--- config.mk ---
export PLATFORM = sky130hd
export DESIGN_NAME = http_header_field_parser
export DESIGN_NICKNAME = d
export VERILOG_FILES = /design/src/rtl/core/hhfp_pkg.sv /design/src/rtl/core/http_header_field_parser.sv
export SDC_FILE = /design/constraint.sdc
export NUM_CORES = 1
export LEC_CHECK = 0
export BUFFER_PORTS_ARGS = -buffer_cell sky130_fd_sc_hd__buf_2
export CAP_MARGIN = 10
export CORE_UTILIZATION = 59
export DETAILED_ROUTE_END_ITERATION = 16
export PLACE_DENSITY = 0.87
export SLEW_MARGIN = 10
export SYNTH_ARGS = -nofsm -noshare
export SYNTH_HDL_FRONTEND = slang
export SYNTH_SLANG_ARGS = --single-unit
export TNS_END_PERCENT = 5
--- constraint.sdc ---
create_clock -name aclk -period 3.33 [get_ports aclk]
set_clock_uncertainty 0.15 [all_clocks]
set_input_delay 0.333 -clock aclk [delete_from_list [all_inputs] [get_ports aclk]]
set_output_delay 0.333 -clock aclk [all_outputs]
set_load 0.01 [all_outputs]
--- src/rtl/core/hhfp_pkg.sv ---
// Package for the HTTP header field parser.
// Holds the transfer structs, the event codes and the character constants.
// It has no dependencies.
package hhfp_pkg;

    // Event codes reported for every accepted item.
    typedef enum logic [3:0] {
        EV_SKIP        = 4'd0,
        EV_NAME        = 4'd1,
        EV_VALUE       = 4'd2,
        EV_COLON       = 4'd3,
        EV_LINE_END    = 4'd4,
        EV_DISCARD     = 4'd5,
        EV_COMMIT      = 4'd6,
        EV_DONE        = 4'd7,
        EV_DONE_BEFORE = 4'd8,
        EV_ERROR       = 4'd9,
        EV_CLEARED     = 4'd10
    } hdr_event_t;

    // Operation codes of the input transfer.
    localparam logic OP_PARSE = 1'b0;
    localparam logic OP_CLEAR = 1'b1;

    // Characters that the parser distinguishes.
    localparam logic [7:0] CHAR_SPACE = 8'h20;
    localparam logic [7:0] CHAR_TAB   = 8'h09;
    localparam logic [7:0] CHAR_CR    = 8'h0D;
    localparam logic [7:0] CHAR_LF    = 8'h0A;
    localparam logic [7:0] CHAR_COLON = 8'h3A;

    // Line break run counter values.
    localparam logic [2:0] RUN_PENDING = 3'd3;
    localparam logic [2:0] RUN_DONE    = 3'd4;
    localparam logic [2:0] RUN_MAX     = 3'd7;

    typedef struct packed {
        logic       operation;
        logic [7:0] data_byte;
        logic       last_of_chunk;
    } hdr_in_t;

    typedef struct packed {
        hdr_event_t event_res;
        logic [7:0] echo_byte;
        logic       chunk_incomplete;
    } hdr_out_t;

endpackage

--- src/rtl/core/http_header_field_parser.sv ---
// Top level of the HTTP header field parser.
// Classifies header bytes one at a time; depends on hhfp_pkg.
//
// The parser takes one transfer per clock cycle on the s_ channel while its
// result register can take it, and gives exactly one registered result
// transfer on the m_ channel for each. Each byte of the "Name: value" lines is
// tagged as skipped whitespace, name byte, value byte, colon, line end,
// discarded name, field commit, header done (after or before the byte) or
// error, and the byte itself is echoed so that downstream logic can capture
// the name and value text. A run of CR or LF bytes is counted and the fourth
// one in a row ends the header. Names are limited to NAME_LIMIT bytes, and
// once a name has reached that limit value bytes are refused as well. A clear
// transfer returns the parser to the name state and answers with the cleared
// event. Throughput is one item per cycle unless m_ready stalls the result
// register: the classification and the state update are a few byte compares
// and an increment and compare of the name length counter, which is just wide
// enough to hold NAME_LIMIT, done between the parser state and the result
// register. The result register sits behind a skid-free ready path, so a new
// item is taken whenever the result register is empty or its content is being
// taken in the same cycle.
module http_header_field_parser
    import hhfp_pkg::*;
#(
    parameter int NAME_LIMIT = 256
) (
    input  logic     aclk,
    input  logic     aresetn,
    input  logic     s_valid,
    output logic     s_ready,
    input  hdr_in_t  s_data,
    output logic     m_valid,
    input  logic     m_ready,
    output hdr_out_t m_data
);

    // The name length counter must be able to hold the limit itself.
    localparam int LEN_W = $clog2(NAME_LIMIT + 1);
    localparam logic [LEN_W-1:0] LIMIT_LEN = LEN_W'(NAME_LIMIT);

    // Parser state.
    logic             in_value_reg,      in_value_next;
    logic [2:0]       run_reg,           run_next;
    logic [LEN_W-1:0] name_len_reg,      name_len_next;
    logic             value_started_reg, value_started_next;

    // Result register.
    logic     m_valid_reg;
    hdr_out_t m_data_reg;
    hdr_out_t res_next;

    logic accept;

    // A new item is taken when the result register is empty or is being
    // emptied in this cycle.
    assign s_ready = !m_valid_reg || m_ready;
    assign accept  = s_valid && s_ready;
    assign m_valid = m_valid_reg;
    assign m_data  = m_data_reg;

    // Classification of the byte and the resulting state update.
    always_comb begin
        logic       is_ws;
        logic       is_brk;
        logic       is_colon;
        logic       below_limit;
        logic [2:0] run_bumped;
        hdr_event_t ev;

        is_ws       = (s_data.data_byte == CHAR_SPACE) || (s_data.data_byte == CHAR_TAB);
        is_brk      = (s_data.data_byte == CHAR_CR) || (s_data.data_byte == CHAR_LF);
        is_colon    = (s_data.data_byte == CHAR_COLON);
        below_limit = (name_len_reg < LIMIT_LEN);
        // The run saturates so that done is not reported again until broken.
        run_bumped  = (run_reg == RUN_MAX) ? RUN_MAX : run_reg + 3'd1;

        in_value_next      = in_value_reg;
        run_next           = run_reg;
        name_len_next      = name_len_reg;
        value_started_next = value_started_reg;
        ev                 = EV_ERROR;

        if (s_data.operation == OP_CLEAR) begin
            in_value_next      = 1'b0;
            run_next           = 3'd0;
            name_len_next      = '0;
            value_started_next = 1'b0;
            ev                 = EV_CLEARED;
        end else if (!in_value_reg) begin
            // Name state.
            priority if (is_ws) begin
                ev = (name_len_reg == '0) ? EV_SKIP : EV_ERROR;
            end else if (is_brk) begin
                run_next = run_bumped;
                if (run_bumped == RUN_DONE) begin
                    ev = EV_DONE;
                end else if (name_len_reg != '0) begin
                    name_len_next = '0;
                    ev            = EV_DISCARD;
                end else begin
                    ev = EV_LINE_END;
                end
            end else if (!is_colon && below_limit) begin
                if (run_reg == RUN_PENDING) begin
                    ev = EV_DONE_BEFORE;
                end else begin
                    run_next      = 3'd0;
                    name_len_next = name_len_reg + LEN_W'(1);
                    ev            = EV_NAME;
                end
            end else if (is_colon) begin
                if (run_reg == RUN_PENDING) begin
                    ev = EV_ERROR;
                end else begin
                    run_next      = 3'd0;
                    in_value_next = 1'b1;
                    ev            = EV_COLON;
                end
            end else begin
                // Name has reached its limit and the byte is not a colon.
                run_next = 3'd0;
                ev       = EV_ERROR;
            end
        end else begin
            // Value state.
            priority if (is_ws) begin
                ev = value_started_reg ? EV_VALUE : EV_SKIP;
            end else if (!is_brk && below_limit) begin
                if (run_reg == RUN_PENDING) begin
                    ev = EV_DONE_BEFORE;
                end else begin
                    run_next           = 3'd0;
                    value_started_next = 1'b1;
                    ev                 = EV_VALUE;
                end
            end else if (is_brk) begin
                run_next      = run_bumped;
                in_value_next = 1'b0;
                if (name_len_reg != '0 && value_started_reg) begin
                    name_len_next      = '0;
                    value_started_next = 1'b0;
                    ev                 = EV_COMMIT;
                end else begin
                    ev = EV_LINE_END;
                end
            end else begin
                // Value byte after an over-long name is refused.
                ev = EV_ERROR;
            end
        end

        res_next.event_res        = ev;
        res_next.echo_byte        = (s_data.operation == OP_CLEAR) ? 8'h00 : s_data.data_byte;
        res_next.chunk_incomplete = (s_data.operation == OP_PARSE) && s_data.last_of_chunk
                                    && (ev <= EV_COMMIT);
    end

    // Parser state and result valid flag.
    always_ff @(posedge aclk) begin
        if (!aresetn) begin
            in_value_reg      <= 1'b0;
            run_reg           <= 3'd0;
            name_len_reg      <= '0;
            value_started_reg <= 1'b0;
            m_valid_reg       <= 1'b0;
        end else begin
            if (accept) begin
                in_value_reg      <= in_value_next;
                run_reg           <= run_next;
                name_len_reg      <= name_len_next;
                value_started_reg <= value_started_next;
            end
            if (accept) begin
                m_valid_reg <= 1'b1;
            end else if (m_ready) begin
                m_valid_reg <= 1'b0;
            end
        end
    end

    // Result payload needs no reset.
    always_ff @(posedge aclk) begin
        if (accept) begin
            m_data_reg <= res_next;
        end
    end

    // The name length counter never passes the limit.
    assert property (@(posedge aclk) disable iff (!aresetn)
        name_len_reg <= LIMIT_LEN)
        else $error("name length beyond limit");

    // A clear returns all parser state to the name state.
    assert property (@(posedge aclk) disable iff (!aresetn)
        accept && (s_data.operation == OP_CLEAR) |=>
            !in_value_reg && (run_reg == 3'd0) && (name_len_reg == '0) && !value_started_reg)
        else $error("clear did not restore the name state");

    // A done event leaves the line break run at exactly four.
    assert property (@(posedge aclk) disable iff (!aresetn)
        accept && (res_next.event_res == EV_DONE) |=> run_reg == RUN_DONE)
        else $error("done reported without a run of four line breaks");

    // An accepted item always shows up in the result register next cycle.
    assert property (@(posedge aclk) disable iff (!aresetn)
        accept |=> m_valid_reg && (m_data_reg == $past(res_next)))
        else $error("accepted item lost");

endmodule

* Word-level counts from Yosys, hierarchy flattened
Index checks and enable logic that the tools add are counted.
** Storage, ports and cells
- Bits in registers :: 28
- Bits of input ports :: 14
- Output and inout bits :: 15
- Word-level logic and storage cells :: 111
** Operators by class
- Add/sub/neg operators :: 2
- $lt $le $gt $ge :: 2
- Equal/unequal tests :: 17
- Multiplexer cells :: 59
- Bitwise operators :: 1
- Reduce and logical (&&, ||, !) cells :: 22
** Operators with widths (count)
- 9-bit two-way mux :: 12
- 4-bit two-way mux :: 13
- 3-bit two-way mux :: 11
- 8-bit by 4-bit == test with 1-bit output, second input constant :: 3
- 1-bit two-way mux :: 20
- 8-bit by 6-bit == test with 1-bit output, second input constant :: 2
- 9-bit by 1-bit adder with 9-bit output, second input constant :: 1
- 9-bit logical NOT :: 1
- 9-bit less-than comparator, second input constant :: 1
- 3-bit != test, second input constant :: 3
- 9-bit AND reduction :: 1
- 3-bit nonzero test :: 3
- 9-bit nonzero test :: 1
- 3-bit == test, second input constant :: 2
- 1-bit logical AND :: 6
- 2-bit two-way mux :: 3
- 3-bit by 2-bit != test with 1-bit output, second input constant :: 2
- 6-bit AND reduction :: 1
- 4-bit by 3-bit <= comparator with 1-bit output, second input constant :: 1
- 4-bit by 2-bit != test with 1-bit output, second input constant :: 1
- 4-bit by 3-bit != test with 1-bit output, second input constant :: 1
- 4-bit != test, second input constant :: 1
- 2-bit nonzero test :: 2
- 3-bit by 1-bit adder with 3-bit output, second input constant :: 1
- other kinds (6) :: 10

* Logic depth before layout (Yosys ltp)
Gate-level depths: netlist of run 1.
- Word-level depth :: 10
- Mapped depth :: 9
- Gate-level depth less buffers :: 8

* Least setup slack after synthesis of run 1
No wires, ideal clock.
- Kind :: in2reg
- From :: input s_data[5] in the netlist's numbering
- To :: register name_len_reg[7]
- Library setup time :: 70 ps
- Arrival time :: 2149 ps
- Required time :: 3110 ps
- Slack :: 961 ps
- Stages :: 6
- Buffers on the path :: 0
- Path through :: or3_1 a211oi_4 a41o_1 o221ai_2 or4_1 a21oi_1
** Between the ends
- Longest elaborated chain between the ends :: 6
- Elaborated cells between the ends (all ways) :: 23
- Those cells by class :: eq/ne: 11; mux: 4; reduce/logical: 8
** Ends and longest elaborated chain
- from (decl) :: RTL line http_header_field_parser.sv:30 : input hdr_in_t s_data,
- 8-bit by 4-bit == test with 1-bit output :: RTL line http_header_field_parser.sv:70 : is_brk = (s_data.data_byte == CHAR_CR) || (s_data.data_byte == CHAR_LF);
- 1-bit logical OR :: RTL line http_header_field_parser.sv:70
- 1-bit logical NOT / 9-bit two-way mux (equally long branches) :: RTL line http_header_field_parser.sv:127, http_header_field_parser.sv:92
- 1-bit logical AND / 9-bit two-way mux (equally long branches) :: RTL line http_header_field_parser.sv:127, http_header_field_parser.sv:90
- 3-bit != test (no source line) / 9-bit two-way mux (equally long branches)
- 9-bit AND reduction (no source line) / 9-bit two-way mux (equally long branches)
- to (signal assigned) :: RTL line http_header_field_parser.sv:169 : name_len_reg <= name_len_next;
- to (decl) :: RTL line http_header_field_parser.sv:43 : logic [LEN_W-1:0] name_len_reg, name_len_next;
Parallel ways exist; a longest one is shown, timed or not. The select of a mux whose other input is x is not followed.
A chain may end at the register's enable or synchronous reset.

* Worst setup path in the final report of run 1
- From :: register name_len_reg[0]
- To :: register name_len_reg[5]
** Between the ends
- Longest elaborated chain between the ends :: 7
- Elaborated cells between the ends (all ways) :: 17
- Those cells by class :: add/sub: 1; order compare: 1; eq/ne: 3; mux: 6; reduce/logical: 6
** Ends and longest elaborated chain
- 9-bit by 1-bit adder with 9-bit output :: RTL line http_header_field_parser.sv:107 : name_len_next = name_len_reg + LEN_W'(1);
- 9-bit two-way mux :: RTL line http_header_field_parser.sv:103 : if (run_reg == RUN_PENDING) begin
- 9-bit two-way mux :: RTL line http_header_field_parser.sv:102 : end else if (!is_colon && below_limit) begin
- 9-bit two-way mux :: RTL line http_header_field_parser.sv:92 : end else if (is_brk) begin
- 9-bit two-way mux :: RTL line http_header_field_parser.sv:90 : priority if (is_ws) begin
- 9-bit two-way mux :: RTL line http_header_field_parser.sv:88 : end else if (!in_value_reg) begin
- 9-bit two-way mux :: RTL line http_header_field_parser.sv:82 : if (s_data.operation == OP_CLEAR) begin
Parallel ways exist; a longest one is shown, timed or not. The select of a mux whose other input is x is not followed.

==> qor.yml, run 1 <==
die:
  die_h_um: 54.6
  die_area_um2: 2980
  ios: 29
  core_area_um2: 2540
  die_w_um: 54.6
  initial_core_util_pct: 64.1
  num_rows: 18
timing:
  fmax_ghz: 0.380
  worst_slack_ns: 0.696
  finalMaxSlewViolations: 0
  slew_headroom_pct: 61.4
  setup_viol: 0
  tightest_slew_ns: 0.578
  post-route-min-period_ns: 2.63
  setup_tns_ns: 0
  period_share_pct: 79.1
  hold_viol_final: 0
  rsz0062_at_grt: "false"
layout:
  largest_register_ffs: 13
  drive_gt1_share_pct: 21.3
  area_growth_pct: 12.4
  diodes: 0
  final_nets: 220
critical_path:
  critPathTopFamily: "compound AO/OA/AOI/OAI gates"
  cp_max_fo: 9
  worstSetupEndpointType: "flop"
  required_ns: 3.46
  path_buf_inv: 1
  cp.arrival_ns: 2.76
  slowest_delay_ns: 0.46
  crit_path_start_kind: "flop"
  cp_slowest_cell: "nor4b_1"
  cp_cell_sequence: "inv_1 > ha_1 > nor4b_1 > nand2_1 > a41o_1 > o221ai_2 > o21ai_0 > a21oi_1"
  critPathKind: "reg2reg"
logic_synthesis:
  synth-edff-count: 13
  synth_cells: 174
  synth.most_common_cell: "dfxtp_1"
  synth_area_leader_cell: "edfxtp_1"
  ys_top_cells_by_area: "edfxtp_1 24%, dfxtp_1 18%, nor2b_1 3.8%, a21oi_1 3.4%, o21ai_0 3.1%"
  yosys_warnings: 0
  synth_ff_type: "dfxtp_1"
  synth_seq_area_share_pct: 42.4
  syn-num-nets: 191
  synth_top_area_share_pct: 23.9
  synthesis.area_um2: 1630
  synth-seq-cells: 28
  ys_async_sr_fraction_pct: 0
  ys_top_cells_by_count: "15 x dfxtp_1, 13 x edfxtp_1, 13 x nor2_1"
  synth.avg_cell_area_um2: 9.37
  ys_types: 48
detailed_routing:
  vias_per_cell: 6.44
  drc: 0
  routed_wl_mm: 3.82
  drtIter0Drc: 39
  dr_total_vias: 1493
  dr.pass1.iters: 4
  wl_per_cell_um: 16.5
  detail-route-antenna-nets: 0
placed_design:
  dp_slack_ns: 0.599
  finalWeightedCongestion: 0.876
  numPortBuffers: 28
  dp_hpwl_mm: 2.84
cts:
  cts_tree: "done"
  root_buffer: "clkbuf_4"
  numClockSinks: 28
  cts_resized: 0
  clkTransAtPathRegs_ns: 0.16
  cts-buffers-inserted: 3
  cts.path.max_buffers: 2
  cts_hold_buf: 0
  htree_levels: 1
  cts_setup_buffers: 0
  clk_latency_ns: 0.33
power:
  power-per-cell-area_nw_per_um2: 353
  power_mw: 0.648
  leakage_nw: 0.706
  peakVddDrop_v: 0.000281
global_routing:
  grt_usage_pct: 30.4
  grt_max_degree: 18
  overflow: 0
  antenna_found_initial: 0
  grt_pass1_wl_mm: 6.50
  grt_pass1_vias: 1439
worst_hold_path:
  hold_path.class: "in2reg"
status:
  status: "finished clean"
flow_run:
  drv_cap: 0
-- worst paths after layout --
kind,from,endpoint,slack (ns),cells after the start
max reg2reg,name_len_reg[0]$_SDFFE_PN0P_,name_len_reg[5]$_SDFFE_PN0P_,0.70,8
min,s_valid,m_valid$_SDFFE_PN0P_,0.08,3
max,name_len_reg[0]$_SDFFE_PN0P_,name_len_reg[5]$_SDFFE_PN0P_,0.70,8
min reg2reg,m_valid$_SDFFE_PN0P_,m_valid$_SDFFE_PN0P_,0.37,2
-- report_power, final --
part | internal [mW] | switching [mW] | leakage (nW) | total [mW]
Sequential | 0.375 | 0.00540 | 0.250 | 0.380
Combinational | 0.0362 | 0.0578 | 0.435 | 0.0940
Clock | 0.0670 | 0.106 | 0.0210 | 0.173
Total | 0.478 | 0.170 | 0.706 | 0.648
-- cell type report --
type                            count  area [um^2]
Timing Repair Buffer               29          148
Clock buffer                        4         36.3
Tap cell                           30         37.5
Sequential cell                    28          691
Inverter                           10         37.5
Fill cell                         205          712
Multi-Input combinational cell    131          883
-- worst min-delay path, cell delays in order --
cell and delay [ns]:
buf_2 0.11, inv_1 0.05, a21oi_1 0.05
-- per-layer routing --
metal / track usage (%) / up-vias / wire length [um] / part of all wire, %
met5: 0 / - / 0 / 0
met4: 18.4 / 0 / 119 / 3.1
met3: 4.17 / 13 / 162 / 4.2
met2: 53.0 / 59 / 2030 / 53
met1: 34.9 / 708 / 1510 / 40
li1: - / 713 / - / -
-- per-stage QoR --
| step | hold slack, ns | utilization (%) | instances | area [um^2] |
|---|---|---|---|---|
| 2_1_floorplan | 0.312 | - | 174 | 1630 |
| 3_3_place_gp | 0.337 | 70.6 | 228 | 1800 |
| 3_5_place_dp | 0.360 | 70.6 | 228 | 1800 |
| 4_1_cts | 0.0836 | 72.0 | 232 | 1830 |
| 5_1_grt | 0.0692 | 72.0 | 232 | 1830 |
| 6_report | 0.0810 | 72.0 | 232 | 1830 |
-- cell usage in the layout, fill, tap and decap left out, drive strengths merged, types with 2 or more instances in the layout --
cell type	instances
buf	29
dfxtp	15
nor2	13
edfxtp	13
a21oi	11
inv	10
o21ai	10
nor2b	10
nand2	8
nand2b	6
a211oi	6
nor3	5
nand3	5
or3	4
nor4	4
and3	4
clkbuf	4
and2	3
or4	3
a21o	3
ha	3
nand3b	2
xnor2	2
a2bb2oi	2
a31oi	2
o221a	2
nand4b	2
a22oi	2
or3b	2
a2111oi	2
a21boi	2
-- kinds of logic after synthesis --
family	Yosys count	synth area share (%)
muxes	1	0.614
adders and majority gates	3	2.30
and+or+nand+nor	73	25.3
buffers and inverters	15	3.45
DFF	28	42.4
xor gates and xnor gates	2	1.07
AOI/OAI and AO/OA	52	24.9
Note: power is estimated with default switching activity, not from simulation.
==> inputs of run 2 (changes only) <==
- CORE_UTILIZATION: 59 -> 50
- PLACE_DENSITY: 0.87 -> 0.78
- clock period: 3.33 -> 2.35 ns (I/O delays scaled with it)
==> run 2 against run 1 <==
Via count rose by 2.7%. Global-route usage is 6.7 points lower. Core utilization down 5.2 points. First-iteration DRC count grew 130%. Design area is 12% higher. Register-to-register slack lost 0.64 ns. Non-clock buffer count grew 21. Critical path type unchanged. Critical endpoint is now name_len_reg[2]$_SDFFE_PN0P_. Largest power group unchanged.
==> qor.yml, run 2 (same netlist as run 1, synthesis figures left out) <==
global_routing:
  grt_max_degree: 18  # unchanged
  grt_pass1_wl_mm: 6.11  # -5.9%
  grt_util_met1_pct: 28.6  # -6.3 points
  gr-usage-met3_pct: 3.71  # -0.45 points
  antenna_found_initial: 0  # unchanged
  overflow: 0  # unchanged
  grt_usage_pct: 23.8  # -6.7 points
  grt-busiest-layer: "met2"
  grt_use_met2_pct: 39.6  # -13 points
  grt_pass1_vias: 1401  # -2.6%
detailed_routing:
  vias_per_cell: 5.75  # -11%
  dr_total_vias: 1534  # +2.7%
  wl_per_cell_um: 14.5  # -12%
  detail-route-antenna-nets: 0  # unchanged
  dr.pass1.iters: 4  # unchanged
  drtIter0Drc: 88  # +130%
  routed_wl_mm: 3.86  # +1.1%
  drc: 0  # unchanged
timing:
  setup_viol: 0  # unchanged
  tightest_slew_ns: 0.505  # -0.0733 ns
  hold_viol_final: 0  # unchanged
  slew_headroom_pct: 66.0  # +4.5 points
  period_share_pct: 97.4  # +18 points
  post-route-min-period_ns: 2.29  # -0.345 ns
  finalMaxSlewViolations: 0  # unchanged
  setup_tns_ns: 0  # unchanged
  hold-worst-slack_ns: 0.0231  # -0.0578 ns
  worst_slack_ns: 0.0612  # -0.635 ns
  fmax_ghz: 0.437  # +15%
placed_design:
  finalWeightedCongestion: 0.970  # +11%
  numPortBuffers: 28  # unchanged
  dp_slack_ns: -0.0235  # -0.623 ns
  placed_area_um2: 1960  # +8.9%
  dp.cells: 261  # +14%
  dp_hpwl_mm: 2.85  # +0.38%
critical_path:
  worstSetupEndpointType: "flop"
  cp.arrival_ns: 2.42  # -0.34 ns
  cp_max_fo: 6  # -3
  cp_slowest_cell: "dfxtp_1"
  slowest_delay_ns: 0.37  # -0.09 ns
  cp_cell_sequence: "ha_2 > nand2b_1 > a2bb2oi_1 > o21ba_2 > o221ai_2 > buf_4 > or3_1 > a21oi_1"
  critPathTopFamily: "compound AO/OA/AOI/OAI gates"
  crit_cells: 8  # unchanged
  crit_path_start_kind: "flop"
  path_buf_inv: 1  # unchanged
  required_ns: 2.48  # -0.98 ns
  critPathKind: "reg2reg"
  worst-r2r-cell-count: 8  # unchanged
die:
  ios: 29  # unchanged
  die_w_um: 59.1  # +8.3%
  core_area_um2: 3080  # +21%
  num_rows: 20  # +2
  die_h_um: 59.1  # +8.3%
  initial_core_util_pct: 53.0  # -11 points
  die_area_um2: 3490  # +17%
layout:
  final_cell_mix: "28 x buf_2, 20 x buf_4, 15 x dfxtp_1"
  instances_no_fill: 267  # +15%
  drive_gt1_share_pct: 30.0  # +8.8 points
  largest_register_ffs: 13  # unchanged
  fillers: 244  # +19%
  final_common_cell: "buf_2"
  final_area_um2: 2060  # +12%
  area_growth_pct: 26.2
  final_nets: 241  # +9.5%
  diodes: 0  # unchanged
flow_run:
  drv_cap: 0  # unchanged
cts:
  root_buffer: "clkbuf_4"
  cts.path.max_buffers: 2  # unchanged
  clkTransAtPathRegs_ns: 0.15  # about the same
  clk_latency_ns: 0.35  # +0.02 ns
  numClockSinks: 28  # unchanged
  cts-buffers-inserted: 3  # unchanged
  htree_levels: 1  # unchanged
  cts_tree: "done"
worst_hold_path:
  worst_hold_path.num_cells: 3  # unchanged
  hold_path.class: "in2reg"
power:
  leakage_nw: 0.817  # +16%
  peakVddDrop_v: 0.000292  # +4.0%
  power-per-cell-area_nw_per_um2: 498  # +41%
status:
  status: "finished clean"
[run 2: what timing repair did]
| item | in CTS | in global routing |
|---|---|---|
| hold buffers | 2 | 0 |
| buffers inserted | 0 | 0 |
| endpoints found under the hold margin | 2 | 0 |
| resized for setup | 0 | 5 |
| setup endpoints to repair | 0 | 11 |
[run 2: metal layers]
metal / routed length [um] / vias up
met3: 198 / 11
met4: 130 / 0
li1: - / 753
met1: 1580 / 714
met2: 1950 / 56
met5: 0 / -
[run 2: layout make-up]
class	count	area (um^2)	share of cell area, %
timing repair buffer	50	310	15.1
clock inverter	1	30.0	1.46
clock buffer	3	22.5	1.09
inverter	10	37.5	1.82
tap	44	55.1	2.68
sequential	28	691	33.6
multi-input combinational	131	911	44.3
[run 2: worst min-delay path, delay by kind of cell]
| family | cells | cell delay (ns) |
|---|---|---|
| compound gates | 1 | 0.07 |
| buf+inv | 1 | 0.08 |
| simple gates | 1 | 0.12 |
[run 2: worst paths after layout]
| path | start | end | slack (ns) |
|---|---|---|---|
| max | run_reg[0]$_SDFFE_PN0P_ | name_len_reg[2]$_SDFFE_PN0P_ | 0.06 |
| min | m_ready | m_valid$_SDFFE_PN0P_ | 0.02 |
| max reg2reg | run_reg[0]$_SDFFE_PN0P_ | name_len_reg[2]$_SDFFE_PN0P_ | 0.06 |
| min reg2reg | m_valid$_SDFFE_PN0P_ | m_valid$_SDFFE_PN0P_ | 0.37 |
[run 2: report_power, final]
group	total, mW	switching [mW]	internal, mW
Combinational	0.160	0.0877	0.0723
Clock	0.327	0.154	0.173
Sequential	0.537	0.00604	0.531
Total	1.02	0.248	0.777
[run 2: through the flow]
stage / util (%) / total power [mW]
floorplan: - / 0.630
global placement: 63.6 / 0.697
detailed placement: 63.6 / 0.704
CTS: 65.9 / 1.03
global route: 66.8 / 1.06
finish: 66.8 / 1.02
